==> src/hdl/fsg_pkg.sv <==
`timescale 1ns / 1ps

package fsg_pkg;

    localparam int MAX_WIDTH    = 64;
    localparam int MAX_HEIGHT   = 64;
    localparam int PAYLOAD_BITS = 8;

    localparam int CELL_COUNT   = MAX_WIDTH * MAX_HEIGHT;
    localparam int ADDR_BITS    = $clog2(CELL_COUNT);
    localparam int X_BITS       = $clog2(MAX_WIDTH);
    localparam int Y_BITS       = $clog2(MAX_HEIGHT);

    localparam int CMD_BITS     = 2;
    localparam int COORD_BITS   = 6;
    localparam int PAY_IO_BITS  = 8;
    localparam int CFG_BITS     = 7;
    localparam int CFG_IDX_BITS = 2;

    localparam logic [CFG_BITS-1:0] CFG_WIDTH_RESET  = 7'd64;
    localparam logic [CFG_BITS-1:0] CFG_HEIGHT_RESET = 7'd64;

    localparam logic [CFG_IDX_BITS-1:0] REG_GRID_WIDTH  = 2'd0;
    localparam logic [CFG_IDX_BITS-1:0] REG_GRID_HEIGHT = 2'd1;

    typedef enum logic [CMD_BITS-1:0] {
        CMD_WRITE = 2'd0,
        CMD_READ  = 2'd1,
        CMD_STEP  = 2'd2,
        CMD_CLEAR = 2'd3
    } t_cmd;

    typedef enum logic [3:0] {
        ST_CLEAR,
        ST_IDLE,
        ST_RD,
        ST_PUSH,
        ST_S_HERE,
        ST_S_HC,
        ST_S_B,
        ST_S_BR,
        ST_S_R,
        ST_S_BL,
        ST_S_L,
        ST_S_MOVE,
        ST_S_VAC
    } t_state;

    typedef struct packed {
        logic                    occ;
        logic [PAYLOAD_BITS-1:0] pay;
    } t_cell;

    typedef struct packed {
        logic                 we;
        logic [ADDR_BITS-1:0] addr;
        t_cell                wdata;
    } t_ram_req;

    typedef struct packed {
        logic [CFG_BITS-1:0] w;
        logic [CFG_BITS-1:0] h;
    } t_grid;

    function automatic logic [ADDR_BITS-1:0] slot(
        input logic [X_BITS-1:0] x,
        input logic [Y_BITS-1:0] y
    );
        return ADDR_BITS'(y) * ADDR_BITS'(MAX_WIDTH) + ADDR_BITS'(x);
    endfunction

endpackage

==> src/hdl/fsg_if.sv <==
`timescale 1ns / 1ps

interface fsg_in_if;
    logic                            valid;
    logic                            ready;
    logic [fsg_pkg::CMD_BITS-1:0]    cmd;
    logic [fsg_pkg::COORD_BITS-1:0]  cell_x;
    logic [fsg_pkg::COORD_BITS-1:0]  cell_y;
    logic                            occupied_in;
    logic [fsg_pkg::PAY_IO_BITS-1:0] payload_in;

    modport source (output valid, cmd, cell_x, cell_y, occupied_in, payload_in, input ready);
    modport sink   (input valid, cmd, cell_x, cell_y, occupied_in, payload_in, output ready);
endinterface

interface fsg_out_if;
    logic                            valid;
    logic                            ready;
    logic                            occupied_out;
    logic [fsg_pkg::PAY_IO_BITS-1:0] payload_out;
    logic                            in_range;

    modport source (output valid, occupied_out, payload_out, in_range, input ready);
    modport sink   (input valid, occupied_out, payload_out, in_range, output ready);
endinterface


==> src/hdl/fsg_seq.sv <==
`timescale 1ns / 1ps

module fsg_seq (
    input  logic              i_clk,
    input  logic              i_rst_n,
    input  fsg_pkg::t_grid    i_grid,
    fsg_in_if.sink            i_req,
    fsg_out_if.source         o_res,
    output fsg_pkg::t_ram_req o_ram_req,
    input  fsg_pkg::t_cell    i_ram_rdata
);
    import fsg_pkg::*;

    t_state                 r_state, n_state, step_next;
    logic [ADDR_BITS-1:0]   r_cnt;
    logic                   r_from_cmd;
    logic [X_BITS-1:0]      r_x;
    logic [Y_BITS-1:0]      r_y;
    logic [PAYLOAD_BITS-1:0] r_pay;
    logic [ADDR_BITS-1:0]   r_dest;
    logic                   r_res_occ;
    logic [PAY_IO_BITS-1:0] r_res_pay;
    logic                   r_res_rng;
    logic                   r_out_valid;
    logic                   r_out_occ;
    logic [PAY_IO_BITS-1:0] r_out_pay;
    logic                   r_out_rng;

    logic                   acc, in_grid, out_free, cnt_last;
    logic                   has_r, has_l, adv, in_step;
    t_cmd                   in_cmd;
    logic [X_BITS-1:0]      x_rt, x_lf, in_x;
    logic [Y_BITS-1:0]      y_dn, in_y;
    logic [ADDR_BITS-1:0]   a_here, a_below, a_br, a_r, a_bl, a_l;
    logic                   rd_occ;

    assign acc      = i_req.valid && i_req.ready;
    assign in_cmd   = t_cmd'(i_req.cmd);
    assign in_x     = X_BITS'(i_req.cell_x);
    assign in_y     = Y_BITS'(i_req.cell_y);
    assign in_grid  = (CFG_BITS'(i_req.cell_x) < i_grid.w)
                   && (CFG_BITS'(i_req.cell_y) < i_grid.h);
    assign out_free = !r_out_valid || o_res.ready;
    assign cnt_last = r_cnt == ADDR_BITS'(CELL_COUNT - 1);
    assign rd_occ   = i_ram_rdata.occ;

    assign x_rt  = r_x + 1'b1;
    assign x_lf  = r_x - 1'b1;
    assign y_dn  = r_y + 1'b1;
    assign has_r = (CFG_BITS'(r_x) + 1'b1) < i_grid.w;
    assign has_l = r_x != '0;

    assign a_here  = slot(r_x, r_y);
    assign a_below = slot(r_x, y_dn);
    assign a_br    = slot(x_rt, y_dn);
    assign a_r     = slot(x_rt, r_y);
    assign a_bl    = slot(x_lf, y_dn);
    assign a_l     = slot(x_lf, r_y);

    assign step_next = (!has_r && r_y == '0) ? ST_PUSH : ST_S_HERE;

    assign in_step = r_state == ST_S_HERE || r_state == ST_S_HC || r_state == ST_S_B
                  || r_state == ST_S_BR || r_state == ST_S_R || r_state == ST_S_BL
                  || r_state == ST_S_L || r_state == ST_S_MOVE || r_state == ST_S_VAC;

    always_comb begin
        n_state = r_state;
        unique case (r_state)
            ST_CLEAR: begin
                if (cnt_last) begin
                    n_state = r_from_cmd ? ST_PUSH : ST_IDLE;
                end
            end
            ST_IDLE: begin
                if (acc) begin
                    unique case (in_cmd)
                        CMD_WRITE: n_state = ST_PUSH;
                        CMD_READ:  n_state = in_grid ? ST_RD : ST_PUSH;
                        CMD_STEP:  n_state = ST_S_HERE;
                        CMD_CLEAR: n_state = ST_CLEAR;
                        default:   n_state = ST_IDLE;
                    endcase
                end
            end
            ST_RD:     n_state = ST_PUSH;
            ST_PUSH: begin
                if (out_free) begin
                    n_state = ST_IDLE;
                end
            end
            ST_S_HERE: n_state = ST_S_HC;
            ST_S_HC:   n_state = rd_occ ? ST_S_B : step_next;
            ST_S_B: begin
                priority if (!rd_occ) n_state = ST_S_MOVE;
                else if (has_r)       n_state = ST_S_BR;
                else if (has_l)       n_state = ST_S_BL;
                else                  n_state = step_next;
            end
            ST_S_BR: begin
                priority if (!rd_occ) n_state = ST_S_R;
                else if (has_l)       n_state = ST_S_BL;
                else                  n_state = step_next;
            end
            ST_S_R: begin
                priority if (!rd_occ) n_state = ST_S_MOVE;
                else if (has_l)       n_state = ST_S_BL;
                else                  n_state = step_next;
            end
            ST_S_BL:   n_state = !rd_occ ? ST_S_L : step_next;
            ST_S_L:    n_state = !rd_occ ? ST_S_MOVE : step_next;
            ST_S_MOVE: n_state = ST_S_VAC;
            ST_S_VAC:  n_state = step_next;
            default:   n_state = ST_IDLE;
        endcase
    end

    always_comb begin
        o_ram_req       = '0;
        o_ram_req.addr  = a_here;
        adv             = 1'b0;
        unique case (r_state)
            ST_CLEAR: begin
                o_ram_req.we   = 1'b1;
                o_ram_req.addr = r_cnt;
            end
            ST_IDLE: begin
                o_ram_req.addr = slot(in_x, in_y);
                if (acc && in_cmd == CMD_WRITE && in_grid) begin
                    o_ram_req.we        = 1'b1;
                    o_ram_req.wdata.occ = i_req.occupied_in;
                    o_ram_req.wdata.pay = PAYLOAD_BITS'(i_req.payload_in);
                end
            end
            ST_RD, ST_PUSH: begin
            end
            ST_S_HERE: o_ram_req.addr = a_here;
            ST_S_HC: begin
                o_ram_req.addr = a_below;
                adv            = !rd_occ;
            end
            ST_S_B: begin
                o_ram_req.addr = has_r ? a_br : a_bl;
                adv            = rd_occ && !has_r && !has_l;
            end
            ST_S_BR: begin
                o_ram_req.addr = !rd_occ ? a_r : a_bl;
                adv            = rd_occ && !has_l;
            end
            ST_S_R: begin
                o_ram_req.addr = a_bl;
                adv            = rd_occ && !has_l;
            end
            ST_S_BL: begin
                o_ram_req.addr = a_l;
                adv            = rd_occ;
            end
            ST_S_L: begin
                adv = rd_occ;
            end
            ST_S_MOVE: begin
                o_ram_req.we        = 1'b1;
                o_ram_req.addr      = r_dest;
                o_ram_req.wdata.occ = 1'b1;
                o_ram_req.wdata.pay = r_pay;
            end
            ST_S_VAC: begin
                o_ram_req.we   = 1'b1;
                o_ram_req.addr = a_here;
                adv            = 1'b1;
            end
            default: begin
            end
        endcase
    end

    always_ff @(posedge i_clk) begin
        if (!i_rst_n) begin
            r_state     <= ST_CLEAR;
            r_cnt       <= '0;
            r_from_cmd  <= 1'b0;
            r_out_valid <= 1'b0;
        end else begin
            r_state <= n_state;
            if (r_state == ST_CLEAR) begin
                r_cnt <= r_cnt + 1'b1;
            end else if (acc && in_cmd == CMD_CLEAR) begin
                r_cnt      <= '0;
                r_from_cmd <= 1'b1;
            end
            if (r_state == ST_PUSH && out_free) begin
                r_out_valid <= 1'b1;
            end else if (o_res.ready) begin
                r_out_valid <= 1'b0;
            end
        end
    end

    always_ff @(posedge i_clk) begin
        if (acc) begin
            r_res_occ <= 1'b0;
            r_res_pay <= '0;
            r_res_rng <= (in_cmd == CMD_WRITE || in_cmd == CMD_READ) && in_grid;
            r_x       <= '0;
            r_y       <= Y_BITS'(i_grid.h - 2'd2);
        end else if (adv) begin
            if (has_r) begin
                r_x <= x_rt;
            end else begin
                r_x <= '0;
                r_y <= r_y - 1'b1;
            end
        end
        if (r_state == ST_RD) begin
            r_res_occ <= i_ram_rdata.occ;
            r_res_pay <= PAY_IO_BITS'(i_ram_rdata.pay);
        end
        if (r_state == ST_S_HC) begin
            r_pay <= i_ram_rdata.pay;
        end
        if (!rd_occ) begin
            if (r_state == ST_S_B) r_dest <= a_below;
            if (r_state == ST_S_R) r_dest <= a_br;
            if (r_state == ST_S_L) r_dest <= a_bl;
        end
        if (r_state == ST_PUSH && out_free) begin
            r_out_occ <= r_res_occ;
            r_out_pay <= r_res_pay;
            r_out_rng <= r_res_rng;
        end
    end

    assign i_req.ready        = r_state == ST_IDLE;
    assign o_res.valid        = r_out_valid;
    assign o_res.occupied_out = r_out_occ;
    assign o_res.payload_out  = r_out_pay;
    assign o_res.in_range     = r_out_rng;

    a_col_in_grid: assert property (@(posedge i_clk) disable iff (!i_rst_n)
        in_step |-> CFG_BITS'(r_x) < i_grid.w)
        else $error("step column outside grid");

    a_row_in_grid: assert property (@(posedge i_clk) disable iff (!i_rst_n)
        in_step |-> (CFG_BITS'(r_y) + 2'd2) <= i_grid.h)
        else $error("step row outside grid");

    a_move_vacate: assert property (@(posedge i_clk) disable iff (!i_rst_n)
        r_state == ST_S_MOVE |=> r_state == ST_S_VAC && o_ram_req.we
                                 && !o_ram_req.wdata.occ)
        else $error("move not followed by vacate");

    a_clear_sweep: assert property (@(posedge i_clk) disable iff (!i_rst_n)
        r_state == ST_CLEAR && !cnt_last |=> r_state == ST_CLEAR
                                 && r_cnt == ADDR_BITS'($past(r_cnt) + 1'b1))
        else $error("clear sweep broken");

    a_push_no_write: assert property (@(posedge i_clk) disable iff (!i_rst_n)
        r_state == ST_PUSH || r_state == ST_RD |-> !o_ram_req.we)
        else $error("store written while result pending");

endmodule

==> src/flat_wrapper.sv <==
// flat-port wrapper written by rule: the top's interface ports become plain ports
module fsg_seq_flat import fsg_pkg::*;
  (i_clk, i_rst_n, i_grid, o_ram_req, i_ram_rdata, i_req_valid, i_req_cmd, i_req_cell_x, i_req_cell_y, i_req_occupied_in, i_req_payload_in, i_req_ready, o_res_valid, o_res_occupied_out, o_res_payload_out, o_res_in_range, o_res_ready);
  fsg_in_if i_req_i ();
  fsg_out_if o_res_i ();
  input  logic i_clk;
  input  logic i_rst_n;
  input  fsg_pkg::t_grid i_grid;
  output fsg_pkg::t_ram_req o_ram_req;
  input  fsg_pkg::t_cell i_ram_rdata;
  input wire logic [$bits(i_req_i.valid)-1:0] i_req_valid;
  input wire logic [$bits(i_req_i.cmd)-1:0] i_req_cmd;
  input wire logic [$bits(i_req_i.cell_x)-1:0] i_req_cell_x;
  input wire logic [$bits(i_req_i.cell_y)-1:0] i_req_cell_y;
  input wire logic [$bits(i_req_i.occupied_in)-1:0] i_req_occupied_in;
  input wire logic [$bits(i_req_i.payload_in)-1:0] i_req_payload_in;
  output wire logic [$bits(i_req_i.ready)-1:0] i_req_ready;
  output wire logic [$bits(o_res_i.valid)-1:0] o_res_valid;
  output wire logic [$bits(o_res_i.occupied_out)-1:0] o_res_occupied_out;
  output wire logic [$bits(o_res_i.payload_out)-1:0] o_res_payload_out;
  output wire logic [$bits(o_res_i.in_range)-1:0] o_res_in_range;
  input wire logic [$bits(o_res_i.ready)-1:0] o_res_ready;
  assign i_req_i.valid = i_req_valid;
  assign i_req_i.cmd = i_req_cmd;
  assign i_req_i.cell_x = i_req_cell_x;
  assign i_req_i.cell_y = i_req_cell_y;
  assign i_req_i.occupied_in = i_req_occupied_in;
  assign i_req_i.payload_in = i_req_payload_in;
  assign i_req_ready = i_req_i.ready;
  assign o_res_valid = o_res_i.valid;
  assign o_res_occupied_out = o_res_i.occupied_out;
  assign o_res_payload_out = o_res_i.payload_out;
  assign o_res_in_range = o_res_i.in_range;
  assign o_res_i.ready = o_res_ready;
  fsg_seq u_core (.i_clk(i_clk), .i_rst_n(i_rst_n), .i_grid(i_grid), .i_req(i_req_i), .o_res(o_res_i), .o_ram_req(o_ram_req), .i_ram_rdata(i_ram_rdata));
endmodule
==> config.mk <==
export PLATFORM = sky130hd
export DESIGN_NAME = fsg_seq_flat
export DESIGN_NICKNAME = d
export VERILOG_FILES = /design/src/hdl/fsg_pkg.sv /design/src/hdl/fsg_if.sv /design/src/hdl/fsg_seq.sv /design/src/flat_wrapper.sv
export SDC_FILE = /design/constraint.sdc
export NUM_CORES = 1
export LEC_CHECK = 0
export ABC_AREA = 0
export BUFFER_PORTS_ARGS = -buffer_cell sky130_fd_sc_hd__buf_2
export CELL_PAD_IN_SITES_DETAIL_PLACEMENT = 1
export CELL_PAD_IN_SITES_GLOBAL_PLACEMENT = 1
export CORE_UTILIZATION = 43
export DETAILED_ROUTE_END_ITERATION = 10
export HOLD_SLACK_MARGIN = 0.08
export PLACE_DENSITY_LB_ADDON = 0.1
export SYNTH_ARGS = -nofsm -noshare
export SYNTH_HDL_FRONTEND = slang
export SYNTH_SLANG_ARGS = --single-unit
==> constraint.sdc <==
create_clock -name i_clk -period 4 [get_ports i_clk]
set_input_delay 0.2 -clock i_clk [delete_from_list [all_inputs] [get_ports i_clk]]
set_output_delay 0.2 -clock i_clk [all_outputs]
set_load 0.01 [all_outputs]
Word-level counts from Yosys, hierarchy flattened
Cells that the tools add are included.
{ "totals": {"ff_bits": 70, "latchBits": 0, "ramBits": 0, "mem_bits_ro": 0, "in_bits": 50, "out_inout_bits": 34, "word_cells": 125, "memories": 0} }
{ "classes": {"n_addsub": 14, "mul": 0, "div": 0, "magnitude_cmp": 3, "eq_ne": 20, "n_shift": 0, "mux": 39, "bitwise_logic": 2, "reduce_logical": 33} }
{ "op_table": {"columns": ["op", "count"], "rows": [
  ["12-bit case mux with 8 select lines", 1],
  ["12-bit by 6-bit adder with 12-bit output", 7],
  ["12-bit two-way mux", 7],
  ["4-bit case mux with 13 select lines", 1],
  ["4-bit two-way mux", 11],
  ["6-bit two-way mux", 4],
  ["4-bit == test, second input constant", 5],
  ["9-bit case mux with 2 select lines", 1],
  ["4-bit by 3-bit == test with 1-bit output, second input constant", 4],
  ["8-bit two-way mux", 2],
  ["4-bit case mux with 4 select lines", 1],
  ["6-bit by 7-bit less-than comparator with 1-bit output", 2],
  ["12-bit by 1-bit adder with 12-bit output, second input constant", 1],
  ["6-bit by 1-bit adder with 6-bit output, second input constant", 2],
  ["12-bit == test, second input constant", 1],
  ["6-bit by 1-bit subtractor with 6-bit output, second input constant", 2],
  ["1-bit logical AND", 11],
  ["9-bit two-way mux", 1],
  ["4-bit by 2-bit == test with 1-bit output, second input constant", 2],
  ["2-bit nonzero test", 4],
  ["6-bit by 1-bit adder with 7-bit output, second input constant", 1],
  ["7-bit less-than comparator", 1],
  ["6-bit zero test", 1],
  ["1-bit two-way mux", 6],
  ["21 further kinds", 32]
]} }

Longest topological paths before layout
{ "logic_depth": {"depth_word": 9, "mapped_depth": 11} }

Worst setup path after synthesis
No wires, ideal clock.
{ "synth_path": {"kind": "reg-to-reg", "start": "register u_core.r_x[0]", "end": "register u_core.r_state[0]", "setup_time_ns": 0.074, "t_arrival_ns": 2.896, "t_required_ns": 3.926, "path_slack_ns": 1.030, "path_stages_with_launch": 11, "synth_period_minus_slack_ns": 2.970, "path_cell_list": "dfxtp_1 > clkbuf_1 > nand3_1 > and2_1 > or2_2 > ha_1 > nand4_1 > o221a_4 > or4b_4 > a221o_1 > a31oi_1"} }
{ "synth_via": {"elab_chain_len": 9} }
{ "synth_lines": {"columns": ["element", "line", "rtl"], "rows": [
  ["start, declared", "fsg_seq.sv:17", "logic [X_BITS-1:0] r_x;"],
  ["start signal, assigned", "fsg_seq.sv:207", "r_x <= x_rt;"],
  ["6-bit by 1-bit adder with 7-bit output", "fsg_seq.sv:50", "assign has_r = (CFG_BITS'(r_x) + 1'b1) < i_grid.w;"],
  ["7-bit less-than comparator", "fsg_seq.sv:50", null],
  ["1-bit zero test", "fsg_seq.sv:60", "assign step_next = (!has_r && r_y == '0) ? ST_PUSH : ST_S_HERE;"],
  ["1-bit logical AND", "fsg_seq.sv:60", null],
  ["3-bit two-way mux", "fsg_seq.sv:60", null],
  ["4-bit two-way mux", "fsg_seq.sv:96, fsg_seq.sv:101, fsg_seq.sv:106", null],
  ["4-bit two-way mux", "fsg_seq.sv:95", "else if (has_r) n_state = ST_S_BR;"],
  ["4-bit two-way mux", "fsg_seq.sv:94", "priority if (!rd_occ) n_state = ST_S_MOVE;"],
  ["4-bit case mux with 13 select lines *", "fsg_seq.sv:68", "unique case (r_state)"],
  ["end signal, assigned", "fsg_seq.sv:183", "r_state <= n_state;"],
  ["end, declared", "fsg_seq.sv:14", "t_state r_state, n_state, step_next;"]
]} }
Every way passes the cells marked *; elsewhere a longest branch is shown, timed or not.
A chain may end at the register's enable or synchronous reset.

==> metrics <==
status completed; GR Util All Layers 27.6%; worst hold stages 2; Worst Tran Pin Value 0.995 ns; Post-synth ARST share 0%; total power approximately 1600 uW; number of antenna violations at the first check in global routing 0; share of layout cells above drive strength 1 a little over a fifth; io pins 84; vias in the first global route 4508; crit path launch type flop; total congestion overflow 0; Final Hold Slack around 0.18 ns; Slew HR 33.6%; Synth area leader edfxtp_1; crit path cell chain ha_2 > nand3_1 > xnor2_1 > ha_1 > a21oi_1 > o221ai_1 > buf_4 > o21ai_2 > a21boi_0 > o21ai_0 > buf_2; clock slew at reported path FFs ~0.090 ns; Hold Path End u_core.r_y[1]$_DFFE_PP_; final slew viol count 0; port bufs 83; max-cap violations 0; final setup TNS 0 ns; CTS sink cnt 70; sequential area share after synthesis between 30% and 40%; post-CTS setup buffer count 0; average wire per standard cell a little over 20 um; vias approximately 4500; utilization after layout 53.3%; CP arrival 3.60 ns; Avg Inst Size Synth about 9.1 um2; post-synth top area share ~29%; post-synth cell types 65; full die area 11500 um2; Final Instance Area approximately 5600 um2; LEAKAGE 0.00233 uW; crit end category output port; DRC errors left 0; Die Wd 107 um; pin count of the biggest net entering global routing 24; Die Y 107 um; Worst Reg2Reg Path Length in Cells 10; power density cells about 280 nW/um2; timing-limited maximum frequency 0.263 GHz; Yosys warning total 0; vias per cell 6.01; final worst path period need 3.80 ns; clock root buffer clkbuf_8; unrepaired setup endpoints after global routing no; worst skew pair latency 0.36 ns; gpl congestion around 0.91; DP HPWL 11400 um; Slowest cell on crit path dfxtp_1; FILL cells 1275; reg2reg setup slack 0.57 ns; core area roughly 11000 um2; synthesized area 4750 um2; endpoints failing setup 0; antenna viol nets, final 0; Synth Net Count 596; worst clock skew 0.0181 ns; Routed WL 15300 um; CTS H-tree depth 3; row cnt 37; clk buf depth 2; first-pass GRT wire length 24300 um; number of flops mapped to enable cells by yosys 46; critical register-to-register path endpoint u_core.r_y[4]$_DFFE_PP_; CTS tree done; Pre-antenna DRT Iters 5; Critical path buffers and inverters 2; placed inst area 5300 um2; top post-synthesis cells by area edfxtp_1 (29%), dfxtp_1 (10%), ha_1 (6.1%), nand2_1 (4.0%), a21oi_1 (3.3%); WP depth 11; diode count 0; Post-synth top flop edfxtp_1; part of the cycle the worst path needs 95.1%; CP top delay family compound AO/OA/AOI/OAI gates; final net count 678; CP max FO 12; slowest stage delay, CP between 0.5 and 0.6 ns; crit path kind reg2out; leading cell type by number of instances after synthesis nand2_1; maximum ir drop on the vdd rail 0.168 mV; RR Startpoint u_core.r_x[2]$_SDFFE_PP0P_; Worst Hold Launch i_grid[1]; CTS Buf Count 9; final hold vios 0; min-delay worst type in2reg; most frequent cells after synthesis nand2_1 (50), edfxtp_1 (46), nor2_1 (38); Starting Density approximately 45%; #FFs+latches synth 70; Critical Path RT roughly 3.8 ns; synthesis-to-finish area growth 18.0%; starting DRC count in detailed routing around 280; Mapped Cells ~520
kinds of logic after synthesis:
group / count (synthesis) / synth area share (%)
AND/OR/NAND/NOR: 184 / 20.3
AO/OA/AOI/OAI: 153 / 22.8
flip-flops: 70 / 39.2
buffers and inverters: 59 / 5.03
XOR/XNOR: 25 / 4.61
adder cells (fa/ha/maj): 23 / 6.06
multiplexers: 9 / 1.95
layout by cell type, fill, tap and decap left out, drive strengths merged, types with 10 or more instances in the layout:
cell type and instances:
a22o 14, o21ai 32, edfxtp 46, xnor2 13, nand2b 10, dfxtp 24
inv 29, nor2 38, nand2 50, and3 10, ha 23, buf 97
xor2 12, nand3 19, and2 12, a21oi 32, nor3 10
cell type report:
type | instances | area (um2) | area share, %
Multi-Input combinational cell | 394 | 2660 | 47.6
Inverter | 25 | 93.8 | 1.68
Timing Repair Buffer | 105 | 601 | 10.7
Clock buffer | 9 | 124 | 2.21
Tap cell | 136 | 170 | 3.04
Sequential cell | 70 | 1860 | 33.2
Clock inverter | 7 | 86.3 | 1.54
state kept, by name (all words and copies together), names as in the netlist, 4 cells and up:
register,flops
u_core.r_res_pay,8
u_core.r_x,6
u_core.o_res.payload_out,8
u_core.r_y,6
u_core.r_dest,12
u_core.r_pay,8
u_core.r_cnt,12
u_core.r_state,4
repair_timing:
action,in CTS,in global routing
gates resized for setup,0,3
hold endpoints to repair,8,0
hold buffers,8,0
setup endpoints to repair,0,5
worst max path at each step:
stage,start,to
after floorplan,u_core.r_x[0]$_SDFFE_PP0P_,u_core.r_state[0]$_SDFFE_PN0P_
after global placement,u_core.r_x[0]$_SDFFE_PP0P_,o_ram_req[10]
after detailed placement,u_core.r_x[0]$_SDFFE_PP0P_,o_ram_req[10]
after CTS,u_core.r_x[0]$_SDFFE_PP0P_,o_ram_req[10]
after global routing,u_core.r_x[0]$_SDFFE_PP0P_,o_ram_req[10]
final,u_core.r_x[0]$_SDFFE_PP0P_,o_ram_req[10]
stage by stage:
stage,worst slack [ns],cells
global placement,0.668,722
detailed placement,0.446,722
floorplan,1.03,523
finish,0.196,746
CTS,0.0307,746
global route,0.0322,746
per-layer routing:
metal  GRT usage (%)  vias to the layer above  part of all wire (%)
met5               0                        -                     0
met4            7.63                        0                   1.7
met3            4.74                       19                   4.3
met2            47.3                      112                    50
met1            35.8                     2237                    44
li1                -                     2117                     -
report_power, final:
part           switching (uW)  total (uW)  internal (uW)
sequential               9.17         776            767
combinational            88.6         154           65.7
clock                     329         632            302
(Power assumes the default switching activity.)
